==> src/window_moment_features_defines.svh <==
// Assertion macros shared by the window moment feature block.
// Each macro expects clk and arst_n in the scope where it is used.
`ifndef WINDOW_MOMENT_FEATURES_DEFINES_SVH
`define WINDOW_MOMENT_FEATURES_DEFINES_SVH

// Same-cycle implication, disabled while reset is active.
`define WMF_ASSERT_IMP(lbl, ante, cons, msg) \
	lbl: assert property (@(posedge clk) disable iff (!arst_n) (ante) |-> (cons)) \
		else $error(msg);

// Next-cycle implication, disabled while reset is active.
`define WMF_ASSERT_NXT(lbl, ante, cons, msg) \
	lbl: assert property (@(posedge clk) disable iff (!arst_n) (ante) |=> (cons)) \
		else $error(msg);

`endif

==> src/wmf_pkg.sv <==
// Shared types and constants of the window moment feature block.
// Used by the controller, the datapath and the top level; depends on nothing.
package wmf_pkg;

	// Field widths of the item interfaces.
	localparam int PIX_W    = 8;
	localparam int CFG_W    = 9;
	localparam int CFG_RESET = 9;
	localparam int MEAN_W   = 16;
	localparam int ENERGY_W = 24;
	localparam int VAR_W    = 22;
	localparam int SKEW_W   = 17;
	localparam int KURT_W   = 20;

	// Fraction shifts applied to quotient numerators.
	localparam int MV_SH   = 8;
	localparam int SKEW_SH = 20;
	localparam int KURT_SH = 12;

	// Saturation limits.
	localparam int SKEW_POS_MAX = 65535;
	localparam int SKEW_NEG_MAX = 65536;
	localparam int KURT_MAX     = 1048575;

	// Which quotient the shared divider is working on.
	typedef enum logic [2:0] {
		JOB_MEAN,
		JOB_ENERGY,
		JOB_VAR,
		JOB_SKEW,
		JOB_KURT
	} div_job_t;

	// Commands from the controller to the datapath.
	typedef struct packed {
		logic     load;
		logic     prep;
		logic     diff;
		logic     sqrt_step;
		logic     pass_step;
		logic     nm;
		logic     mul_start;
		logic     mul_sel;
		logic     div_start;
		logic     div_take;
		div_job_t div_job;
		logic     finish;
	} wmf_cmd_t;

	// Status from the datapath to the controller.
	typedef struct packed {
		logic last_pixel;
		logic flat;
		logic sqrt_done;
		logic pass_done;
		logic pipe_empty;
		logic mul_done;
		logic div_done;
	} wmf_stat_t;

endpackage

==> src/wmf_ctrl.sv <==
// Controller state machine of the window moment feature block.
// Depends on wmf_pkg; drives the datapath through wmf_cmd_t only.
module wmf_ctrl (
	input  logic               clk,
	input  logic               arst_n,
	input  logic               in_valid,
	input  logic               out_free,
	input  wmf_pkg::wmf_stat_t stat,
	output logic               in_ready,
	output wmf_pkg::wmf_cmd_t  cmd
);

	import wmf_pkg::*;

	typedef enum logic [11:0] {
		S_LOAD   = 12'b0000_0000_0001,
		S_PREP   = 12'b0000_0000_0010,
		S_DIFF   = 12'b0000_0000_0100,
		S_SQRT   = 12'b0000_0000_1000,
		S_PASS   = 12'b0000_0001_0000,
		S_DRAIN  = 12'b0000_0010_0000,
		S_NM     = 12'b0000_0100_0000,
		S_MSTART = 12'b0000_1000_0000,
		S_MWAIT  = 12'b0001_0000_0000,
		S_DSTART = 12'b0010_0000_0000,
		S_DWAIT  = 12'b0100_0000_0000,
		S_DONE   = 12'b1000_0000_0000
	} state_t;

	state_t   state_q, state_d;
	logic     mul_sel_q, mul_sel_d;
	div_job_t job_q, job_d;

	// Next state and commands.
	always_comb begin
		state_d   = state_q;
		mul_sel_d = mul_sel_q;
		job_d     = job_q;
		in_ready  = 1'b0;
		cmd       = '0;
		cmd.mul_sel = mul_sel_q;
		cmd.div_job = job_q;
		unique case (state_q)
			S_LOAD: begin
				in_ready = 1'b1;
				if (in_valid) begin
					cmd.load = 1'b1;
					if (stat.last_pixel) begin
						state_d = S_PREP;
					end
				end
			end
			S_PREP: begin
				cmd.prep = 1'b1;
				state_d  = S_DIFF;
			end
			S_DIFF: begin
				cmd.diff  = 1'b1;
				mul_sel_d = 1'b0;
				job_d     = JOB_MEAN;
				state_d   = S_SQRT;
			end
			S_SQRT: begin
				if (stat.flat) begin
					state_d = S_DSTART;
				end else if (stat.sqrt_done) begin
					state_d = S_PASS;
				end else begin
					cmd.sqrt_step = 1'b1;
				end
			end
			S_PASS: begin
				if (stat.pass_done) begin
					state_d = S_DRAIN;
				end else begin
					cmd.pass_step = 1'b1;
				end
			end
			S_DRAIN: begin
				if (stat.pipe_empty) begin
					state_d = S_NM;
				end
			end
			S_NM: begin
				cmd.nm  = 1'b1;
				state_d = S_MSTART;
			end
			S_MSTART: begin
				cmd.mul_start = 1'b1;
				state_d       = S_MWAIT;
			end
			S_MWAIT: begin
				if (stat.mul_done) begin
					if (!mul_sel_q) begin
						mul_sel_d = 1'b1;
						state_d   = S_MSTART;
					end else begin
						state_d = S_DSTART;
					end
				end
			end
			S_DSTART: begin
				cmd.div_start = 1'b1;
				state_d       = S_DWAIT;
			end
			S_DWAIT: begin
				if (stat.div_done) begin
					cmd.div_take = 1'b1;
					state_d      = S_DSTART;
					unique case (job_q)
						JOB_MEAN:   job_d = JOB_ENERGY;
						JOB_ENERGY: job_d = JOB_VAR;
						JOB_VAR: begin
							if (stat.flat) begin
								state_d = S_DONE;
							end else begin
								job_d = JOB_SKEW;
							end
						end
						JOB_SKEW:   job_d = JOB_KURT;
						default:    state_d = S_DONE;
					endcase
				end
			end
			S_DONE: begin
				if (out_free) begin
					cmd.finish = 1'b1;
					state_d    = S_LOAD;
				end
			end
			default: state_d = S_LOAD;
		endcase
	end

	// State registers.
	always_ff @(posedge clk or negedge arst_n) begin
		if (!arst_n) begin
			state_q   <= S_LOAD;
			mul_sel_q <= 1'b0;
			job_q     <= JOB_MEAN;
		end else begin
			state_q   <= state_d;
			mul_sel_q <= mul_sel_d;
			job_q     <= job_d;
		end
	end

endmodule

==> config.mk <==
export PLATFORM = sky130hd
export DESIGN_NAME = wmf_ctrl
export DESIGN_NICKNAME = d
export VERILOG_FILES = /design/src/window_moment_features_defines.svh /design/src/wmf_pkg.sv /design/src/wmf_ctrl.sv
export SDC_FILE = /design/constraint.sdc
export NUM_CORES = 1
export LEC_CHECK = 0
export BUFFER_PORTS_ARGS = -buffer_cell sky130_fd_sc_hd__buf_2
export CAP_MARGIN = 30
export CORE_ASPECT_RATIO = 1.4
export CORE_MARGIN = 2
export CORE_UTILIZATION = 30
export CTS_CLUSTER_SIZE = 30
export DETAILED_ROUTE_END_ITERATION = 10
export GPL_TIMING_DRIVEN = 0
export PLACE_DENSITY_LB_ADDON = 0.12
export SYNTH_ARGS = -nofsm -noshare
export SYNTH_HDL_FRONTEND = slang
export SYNTH_SLANG_ARGS = --single-unit
==> constraint.sdc <==
create_clock -name clk -period 1.9 [get_ports clk]
set_input_delay 0.38 -clock clk [delete_from_list [all_inputs] [get_ports clk]]
set_output_delay 0.38 -clock clk [all_outputs]
set_load 0.05 [all_outputs]
[After elaboration in Yosys (flattened, before gate mapping)]
Index checks and enable logic that the tools add are counted.
Word-level totals
  register bits after elaboration: 16
  input bits: 11
  output and inout bits: 15
Cells by class
  eq/ne operators: 25
  mux-type cells: 36
  reductions and logical operators: 7
Operators with widths (number)
  12-bit case mux with 12 select lines: 1
  12-bit 2-to-1 mux: 10
  12-bit case mux with 2 select lines: 1
  1-bit 2-to-1 mux: 18
  2-bit != test, second input constant: 7
  12-bit by 1-bit == test with 1-bit output, second input constant: 1
  12-bit by 10-bit == test with 1-bit output, second input constant: 1
  12-bit by 11-bit == test with 1-bit output, second input constant: 1
  12-bit == test, second input constant: 1
  12-bit by 2-bit == test with 1-bit output, second input constant: 1
  12-bit by 3-bit == test with 1-bit output, second input constant: 1
  12-bit by 4-bit == test with 1-bit output, second input constant: 1
  12-bit by 5-bit == test with 1-bit output, second input constant: 1
  12-bit by 6-bit == test with 1-bit output, second input constant: 1
  12-bit by 7-bit == test with 1-bit output, second input constant: 1
  12-bit by 8-bit == test with 1-bit output, second input constant: 1
  12-bit by 9-bit == test with 1-bit output, second input constant: 1
  3-bit case mux with 4 select lines: 1
  10-bit 2-to-1 mux: 1
  8-bit AND reduction: 1
  3-bit by 2-bit == test with 1-bit output, second input constant: 2
  3-bit 2-to-1 mux: 2
  3-bit != test, second input constant: 2
  3-bit case mux with 2 select lines: 1
  8 further kinds: 9

[Depth between registers and ports, before layout]
Gate-level depths: netlist of the first run.
  depth after elaboration: 5
  mapped depth: 7
  depth with buffers taken out: 6

[Worst setup path after synthesis of the first run]
Ideal clock, no wire load.
  kind: flip-flop to output port
  start point: register state_q[8]
  end point: output cmd[13] (netlist name)
  arrival: 2289 ps
  setup slack: -769 ps
  stages on the path, launching flop included: 6
  buffers on the path: 1
  path through: dfrtp_1 > buf_2 > nor4_2 > nand2_1 > nor2_1 > and2_1
RTL lines
  start: declaration: line wmf_ctrl.sv:30  | state_t state_q, state_d;
  start signal: assignment: line wmf_ctrl.sv:142  | state_q <= state_d;
  end: declaration: line wmf_ctrl.sv:10  | output wmf_pkg::wmf_cmd_t cmd

==> results of run 1 <==
per-stage QoR:
| step | total power, µW | hold WS [ns] | utilization (%) | instance area (µm²) |
|---|---|---|---|---|
| global placement | 1111 | 0.3252 | 38.33 | 1295 |
| CTS | 1648 | 0.04982 | 47.52 | 1605 |
| finish | 1871 | 0.03883 | 53.15 | 1795 |
| floorplan | 958.5 | 0.08441 | - | 1120 |
| detailed placement | 1116 | 0.3262 | 38.33 | 1295 |
| global route | 1973 | 0.05835 | 53.15 | 1795 |
flip-flops by register name, indices dropped and copies added (netlist names):
signal and flops:
job_q 3, mul_sel_q 1, state_q 12
logic make-up after synthesis:
kind of cell | after synthesis
buffers and inverters | 8
AO/OA/AOI/OAI | 20
flip-flops | 16
multiplexers | 2
AND/OR/NAND/NOR | 69
XOR/XNOR | 4
layer usage:
metal	up-vias	routed length (µm)
li1	544	-
met1	539	1334
met2	26	1755
met3	4	107
met4	0	40
met5	-	0
timing repair:
action | 4_1_cts | 5_1_grt
setup buffers | 15 | 8
pin swaps | 16 | 13
hold buffers | 0 | 0
gates resized for setup | 41 | 30
setup endpoints to repair | 18 | 20
critical path: stages, from the launching register on:
cell and delay (ns):
dfrtp_2 0.47, nor4_4 0.39, and3_1 0.25, and3_1 0.23, buf_6 0.18
area by class of cell:
class,count,area [µm²]
repair buffers,47,409.1
fillers,307,1583
multi-input cells,95,825.8
inverters,5,18.77
well taps,40,50.05
plain buffers,3,26.28
flip-flops and latches,16,410.4
clock buffers,4,55.05
power groups by stage:
stage / clock network (µW) / registers [µW] / logic [µW]
detailed placement: 0 / 453 / 663
floorplan: 0 / 440 / 519
global placement: 0 / 448 / 663
CTS: 316 / 461 / 871
finish: 311 / 474 / 1090
global route: 334 / 481 / 1160
path summary, 6_finish.rpt:
kind | startpoint | end | slack (ns) | cells after the start
hold / removal | arst_n | state_q[8] | 0.04 | 1
max in group asynchronous | arst_n | state_q[0] | 1.55 | 1
hold reg to reg | job_q[2] | job_q[2] | 0.54 | 1
setup reg to reg | state_q[0] | state_q[11] | -0.24 | 6
min in group clk | stat[1] | mul_sel_q | 0.39 | 3
setup / recovery | state_q[3] | cmd[8] | -0.26 | 4
placed cells by master, fill, tap and decap left out, types with 4 or more instances in the layout:
cell type / n
buf_2: 14
buf_4: 19
buf_6: 10
buf_8: 6
clkbuf_8: 4
dfrtp_1: 8
dfrtp_2: 7
inv_1: 5
nand2_1: 6
nand3b_1: 6
nor2_1: 10
nor2_4: 4
nor2b_1: 4
nor3_4: 5
nor4_4: 5
==> flow_metrics.env, run 1 <==
export IMPL_outcome="finished with violations"
export IMPL_violations="setup timing"
export IMPL_fin_nets=182
export IMPL_finalMaxSlewViolations=0
export IMPL_place_hpwl_um=2139
export IMPL_use_met1_pct=24.30
export IMPL_yosys_cell_count_top_type="nor2_1"
export IMPL_place_inst=184
export IMPL_grt_use_met3_pct=1.807
export IMPL_grt_first_pass_wirelength_um=5395
export IMPL_grt_busiest_layer="met2"
export IMPL_switching_share_pct=43.02
export IMPL_die_height_um=73.99
export IMPL_path_clk_slew_ns=0.07
export IMPL_wl_per_cell_um=15.42
export IMPL_antenna_left=0
export IMPL_rsz0062_at_grt="yes"
export IMPL_finalCritPeriodShare_pct=113.4
export IMPL_netlist_area_leader_share_pct=35.76
export IMPL_vias_per_cell=5.300
export IMPL_yosys_warnings=0
export IMPL_hold_violations=0
export IMPL_post_place_ws_ns=-0.2348
export IMPL_grt_ovfl_total=0
export IMPL_arrival_ns=1.78
export IMPL_diodes=0
export IMPL_p_switching_uw=804.7
export IMPL_avgSynthCellArea_um2=8.821
export IMPL_cts_tree="yes"
export IMPL_max_freq_ghz=0.4640
export IMPL_die_area_mm2=0.003995
export IMPL_cts_root_buf="clkbuf_8"
export IMPL_use_met2_pct=29.27
export IMPL_worst_setup_path_end_kind="primary output"
export IMPL_synth_common_cells="nor2_1, dfrtp_1, nand2_1, nand3b_1, nor3_1"
export IMPL_cts_sinks=16
export IMPL_max_slew_margin_pct=62.36
export IMPL_power_leakage_uw=0.0008181
export IMPL_cts_max_path_buffers=2
export IMPL_cellPowerDensity_mw_per_mm2=1042
export IMPL_synthMuxAreaShare_pct=2.026
export IMPL_fin_crit_ns=2.155
export IMPL_die_x_um=54.00
export IMPL_tightest_slew_ns=0.5636
export IMPL_synth_ff_type="dfrtp_1"
export IMPL_setup_tns_ns=-2.976
export IMPL_synthAdderAreaFrac_pct=0
export IMPL_min_path_type="input port to asynchronous set/reset pin"
export IMPL_fin_skew_ns=0.002068
export IMPL_place_congestion=0.8408
export IMPL_drt_initial_drc_count=29
export IMPL_initial_utilization_pct=31.07
export IMPL_synth_cell_types=42
export IMPL_area_growth_pct=71.04
export IMPL_synth_edff_count=0
export IMPL_antenna_found_initial=0
export IMPL_finalWorstSetupSlack_ns=-0.2551
export IMPL_worstSetupPathType="flip-flop to primary output"
export IMPL_syn_area_mm2=0.001050
export IMPL_num_io_pins=26
export IMPL_firstDrtPassIters=4
export IMPL_netlist_instances=119
export IMPL_drt_wl_total_um=3238
export IMPL_synth_top_family_by_area="simple AND/OR/NAND/NOR gates"
export IMPL_fin_cells=210
export IMPL_ys_ff_latch=16
export IMPL_yosys_area_top_type="dfrtp_1"
export IMPL_crit_fanout=6
export IMPL_core_mm2=0.003378
export IMPL_grt_max_degree=17
export IMPL_drive_above_1_share_pct=57.06
export IMPL_rows=25
export IMPL_worstPathRequired_ns=1.52
export IMPL_synth_compound_area_share_pct=13.95
export IMPL_h_tree_depth=1
export IMPL_num_vias=1113
export IMPL_internal_power_uw=1066
export IMPL_synthXorXnorAreaFrac_pct=3.337
export IMPL_ys_top_cells_by_area="dfrtp_1, nor2_1, nand3b_1"
export IMPL_power_share_sequential_pct=25.3
export IMPL_crit_path_start_kind="flip-flop"
export IMPL_grt_use_total_pct=18.10
export IMPL_grt_pass1_vias=1143
export IMPL_syn_nets=130
export IMPL_clock_latency_ns=0.25
export IMPL_pwr_share_clk_pct=16.6
export IMPL_combPwrFrac_pct=58.1
export IMPL_cap_violations=0
export IMPL_drc=0
export IMPL_ys_seq_area_share_pct=38.26
export IMPL_vdd_ir_drop_worst_mv=0.8795
export IMPL_cts_buffers=3
export IMPL_finalSetupViolCount=18
export IMPL_yosys_area_share_simple_pct=38.97
export IMPL_portBuffers=25
export IMPL_synthArstFlopShare_pct=100.0
Power figures use the tool's default switching activity.
==> run 2: changes to the inputs <==
--- a/config.mk
+++ b/config.mk
@@ -5,10 +5,10 @@
 export SDC_FILE = /design/constraint.sdc
 export NUM_CORES = 1
 export LEC_CHECK = 0
+export ABC_AREA = 1
 export BUFFER_PORTS_ARGS = -buffer_cell sky130_fd_sc_hd__buf_2
 export CAP_MARGIN = 30
 export CORE_ASPECT_RATIO = 1.4
-export CORE_MARGIN = 2
 export CORE_UTILIZATION = 30
 export CTS_CLUSTER_SIZE = 30
 export DETAILED_ROUTE_END_ITERATION = 10
==> run 2 against run 1 <==
The run still ends with setup timing left; cell count increased by 27%; sequential power increased by 3%; register-to-register slack improved by 0.53 ns; clock skew decreased by 0.0013 ns; first-iteration DRC count decreased by 17%; flip-flop and latch count unchanged; via count increased by 8.6%; combinational power increased by 24%.
==> flow_metrics.env, run 2 <==
export IMPL_drc=0
export IMPL_place_congestion=0.7522
export IMPL_die_area_mm2=0.004402
export IMPL_cellPowerDensity_mw_per_mm2=1255
export IMPL_grt_ovfl_total=0
export IMPL_top_register="state_q"
export IMPL_power_leakage_uw=0.0009849
export IMPL_avgSynthCellArea_um2=6.709
export IMPL_grt_max_degree=17
export IMPL_combPwrFrac_pct=62.6
export IMPL_yosys_area_top_type="dfrtp_1"
export IMPL_grt_use_total_pct=15.47
export IMPL_switching_share_pct=49.59
export IMPL_antenna_found_initial=0
export IMPL_synth_common_cells="nand2_1, inv_1, nor2_1, dfrtp_1, nand3_1"
export IMPL_portBuffers=25
export IMPL_ys_seq_area_share_pct=32.36
export IMPL_finalCritPeriodShare_pct=100.9
export IMPL_syn_area_mm2=0.001241
export IMPL_synth_edff_count=0
export IMPL_diodes=0
export IMPL_total_power_uw=2155
export IMPL_cts_max_path_buffers=2
export IMPL_power_share_sequential_pct=22.6
export IMPL_startpoint="state_q[10]"
export IMPL_place_inst=253
export IMPL_netlist_instances=185
export IMPL_final_common_cell="nand2_1"
export IMPL_arrival_ns=1.54
export IMPL_drive_above_1_share_pct=37.05
export IMPL_crit_fanout=7
export IMPL_fin_util_pct=43.43
export IMPL_netlist_area_leader_share_pct=30.24
export IMPL_path_clk_slew_ns=0.07
export IMPL_synth_cell_types=24
export IMPL_fin_crit_ns=1.917
export IMPL_worstPathRequired_ns=1.52
export IMPL_p_switching_uw=1069
export IMPL_fin_skew_ns=0.0007876
export IMPL_ys_top_cells_by_area="dfrtp_1, nand2_1, inv_1"
export IMPL_finalWorstSetupSlack_ns=-0.01660
export IMPL_area_growth_pct=38.31
export IMPL_rows=27
export IMPL_initial_utilization_pct=31.40
export IMPL_wl_per_cell_um=11.65
export IMPL_grt_first_pass_wirelength_um=5313
export IMPL_internal_power_uw=1086
export IMPL_antenna_left=0
export IMPL_tightest_slew_ns=0.4045
export IMPL_yosys_warnings=0
export IMPL_pwr_share_clk_pct=14.8
export IMPL_h_tree_depth=1
export IMPL_hold_buffers=0
export IMPL_core_mm2=0.003953
export IMPL_worstSetupPathType="flip-flop to primary output"
export IMPL_min_path_type="input port to asynchronous set/reset pin"
export IMPL_ys_ff_latch=16
export IMPL_clock_latency_ns=0.26
export IMPL_max_slew_margin_pct=73.03
export IMPL_crit_path_start_kind="flip-flop"
export IMPL_fin_cells=267
export IMPL_cts_tree="yes"
export IMPL_synthArstFlopShare_pct=100.0
export IMPL_violations="setup timing"
export IMPL_finalMaxSlewViolations=0
export IMPL_drt_initial_drc_count=24
export IMPL_yosys_cell_count_top_type="nand2_1"
export IMPL_place_hpwl_um=2399
export IMPL_rsz0062_at_grt="yes"
export IMPL_grt_pass1_vias=1164
export IMPL_crit_path_max_incr_delay_ns=0.41
export IMPL_die_x_um=56.36
export IMPL_cp_num_buf_inv=3
export IMPL_firstDrtPassIters=4
export IMPL_top_regs="state_q (12), job_q (3), mul_sel_q (1)"
export IMPL_worst_setup_path_end_kind="primary output"
export IMPL_post_place_ws_ns=0.03432
export IMPL_vias_per_cell=4.528
export IMPL_num_vias=1209
export IMPL_synth_ff_type="dfrtp_1"
export IMPL_register_area_um2=401.6
export IMPL_nFillCells=444
export IMPL_fin_nets=236
export IMPL_whs_ns=0.04302
export IMPL_hold_violations=0
export IMPL_crit_family="simple AND/OR/NAND/NOR gates"
export IMPL_r2r_start="state_q[10]"
export IMPL_max_freq_ghz=0.5218
export IMPL_syn_nets=196
export IMPL_num_io_pins=26
export IMPL_die_height_um=78.11
export IMPL_vdd_ir_drop_worst_mv=0.9848
export IMPL_final_cell_mix="nand2_1, inv_1, nor2_1"
export IMPL_cts_sinks=16
export IMPL_slowest_stage="dfrtp_1"
export IMPL_cap_violations=0
export IMPL_path_cells="nor2_2 -> nand2_2 -> nor2_4 -> buf_12 -> nand4_4 -> inv_4 -> buf_8"
export IMPL_drt_wl_total_um=3110
export IMPL_cts_buffers=3
export IMPL_outcome="finished with violations"
export IMPL_cts_root_buf="clkbuf_8"
export IMPL_largest_register_ffs=12
export IMPL_multi_input_area_um2=728.2
export IMPL_finalSetupViolCount=3
## run 2: area by class of cell
| type | count | area share (%) |
|---|---|---|
| plain buffers | 1 | 0.4373 |
| clock buffers | 4 | 3.207 |
| inverters | 43 | 9.694 |
| multi-input cells | 125 | 42.42 |
| flip-flops and latches | 16 | 23.40 |
| well taps | 43 | 3.134 |
| repair buffers | 35 | 17.71 |
## run 2: timing repair
item                                    CTS  global route
endpoints found under the setup margin   11            11
buffers inserted                          4             6
gates resized for setup                  27            23
pin swaps                                 4             8
## run 2: worst paths after layout
check	to	slack (ns)	cells past startpoint
setup / recovery	cmd[10]	-0.02	7
setup reg to reg	state_q[4]	0.29	12
hold / removal	state_q[2]	0.04	1
max in group asynchronous	state_q[0]	1.54	1
hold reg to reg	mul_sel_q	0.55	2
min in group clk	mul_sel_q	0.38	3
## run 2: per-stage QoR
stage	setup TNS [ns]	instance area, µm²
finish	-0.02359	1717
global route	-0.5288	1717
CTS	-0.04596	1605
detailed placement	0	1423
global placement	0	1423
floorplan	0	1244
## run 2: cell families (layout without fill, tap and decap cells)
group           after synthesis  count (layout)  share of synthesized area, %
flops                        16              16                         32.36
buf+inv                      44              83                         13.61
simple gates                111             111                         48.29
compound gates               14              14                         5.745
## run 2: power groups by stage
| stage | Combinational, µW | Clock (µW) | Sequential (µW) |
|---|---|---|---|
| 2_1_floorplan | 839 | 0 | 554 |
| 3_3_place_gp | 1120 | 0 | 497 |
| 3_5_place_dp | 1120 | 0 | 498 |
| 4_1_cts | 1280 | 328 | 488 |
| 5_1_grt | 1480 | 336 | 501 |
| 6_report | 1350 | 319 | 487 |
## run 2: routing by layer
| layer | track usage [%] | vias to the layer above | routed length [µm] |
|---|---|---|---|
| li1 | - | 638 | - |
| met1 | 19.51 | 545 | 1418 |
| met2 | 27.38 | 22 | 1570 |
| met3 | 1.483 | 4 | 82 |
| met4 | 5.122 | 0 | 40 |
| met5 | 0 | - | 0 |
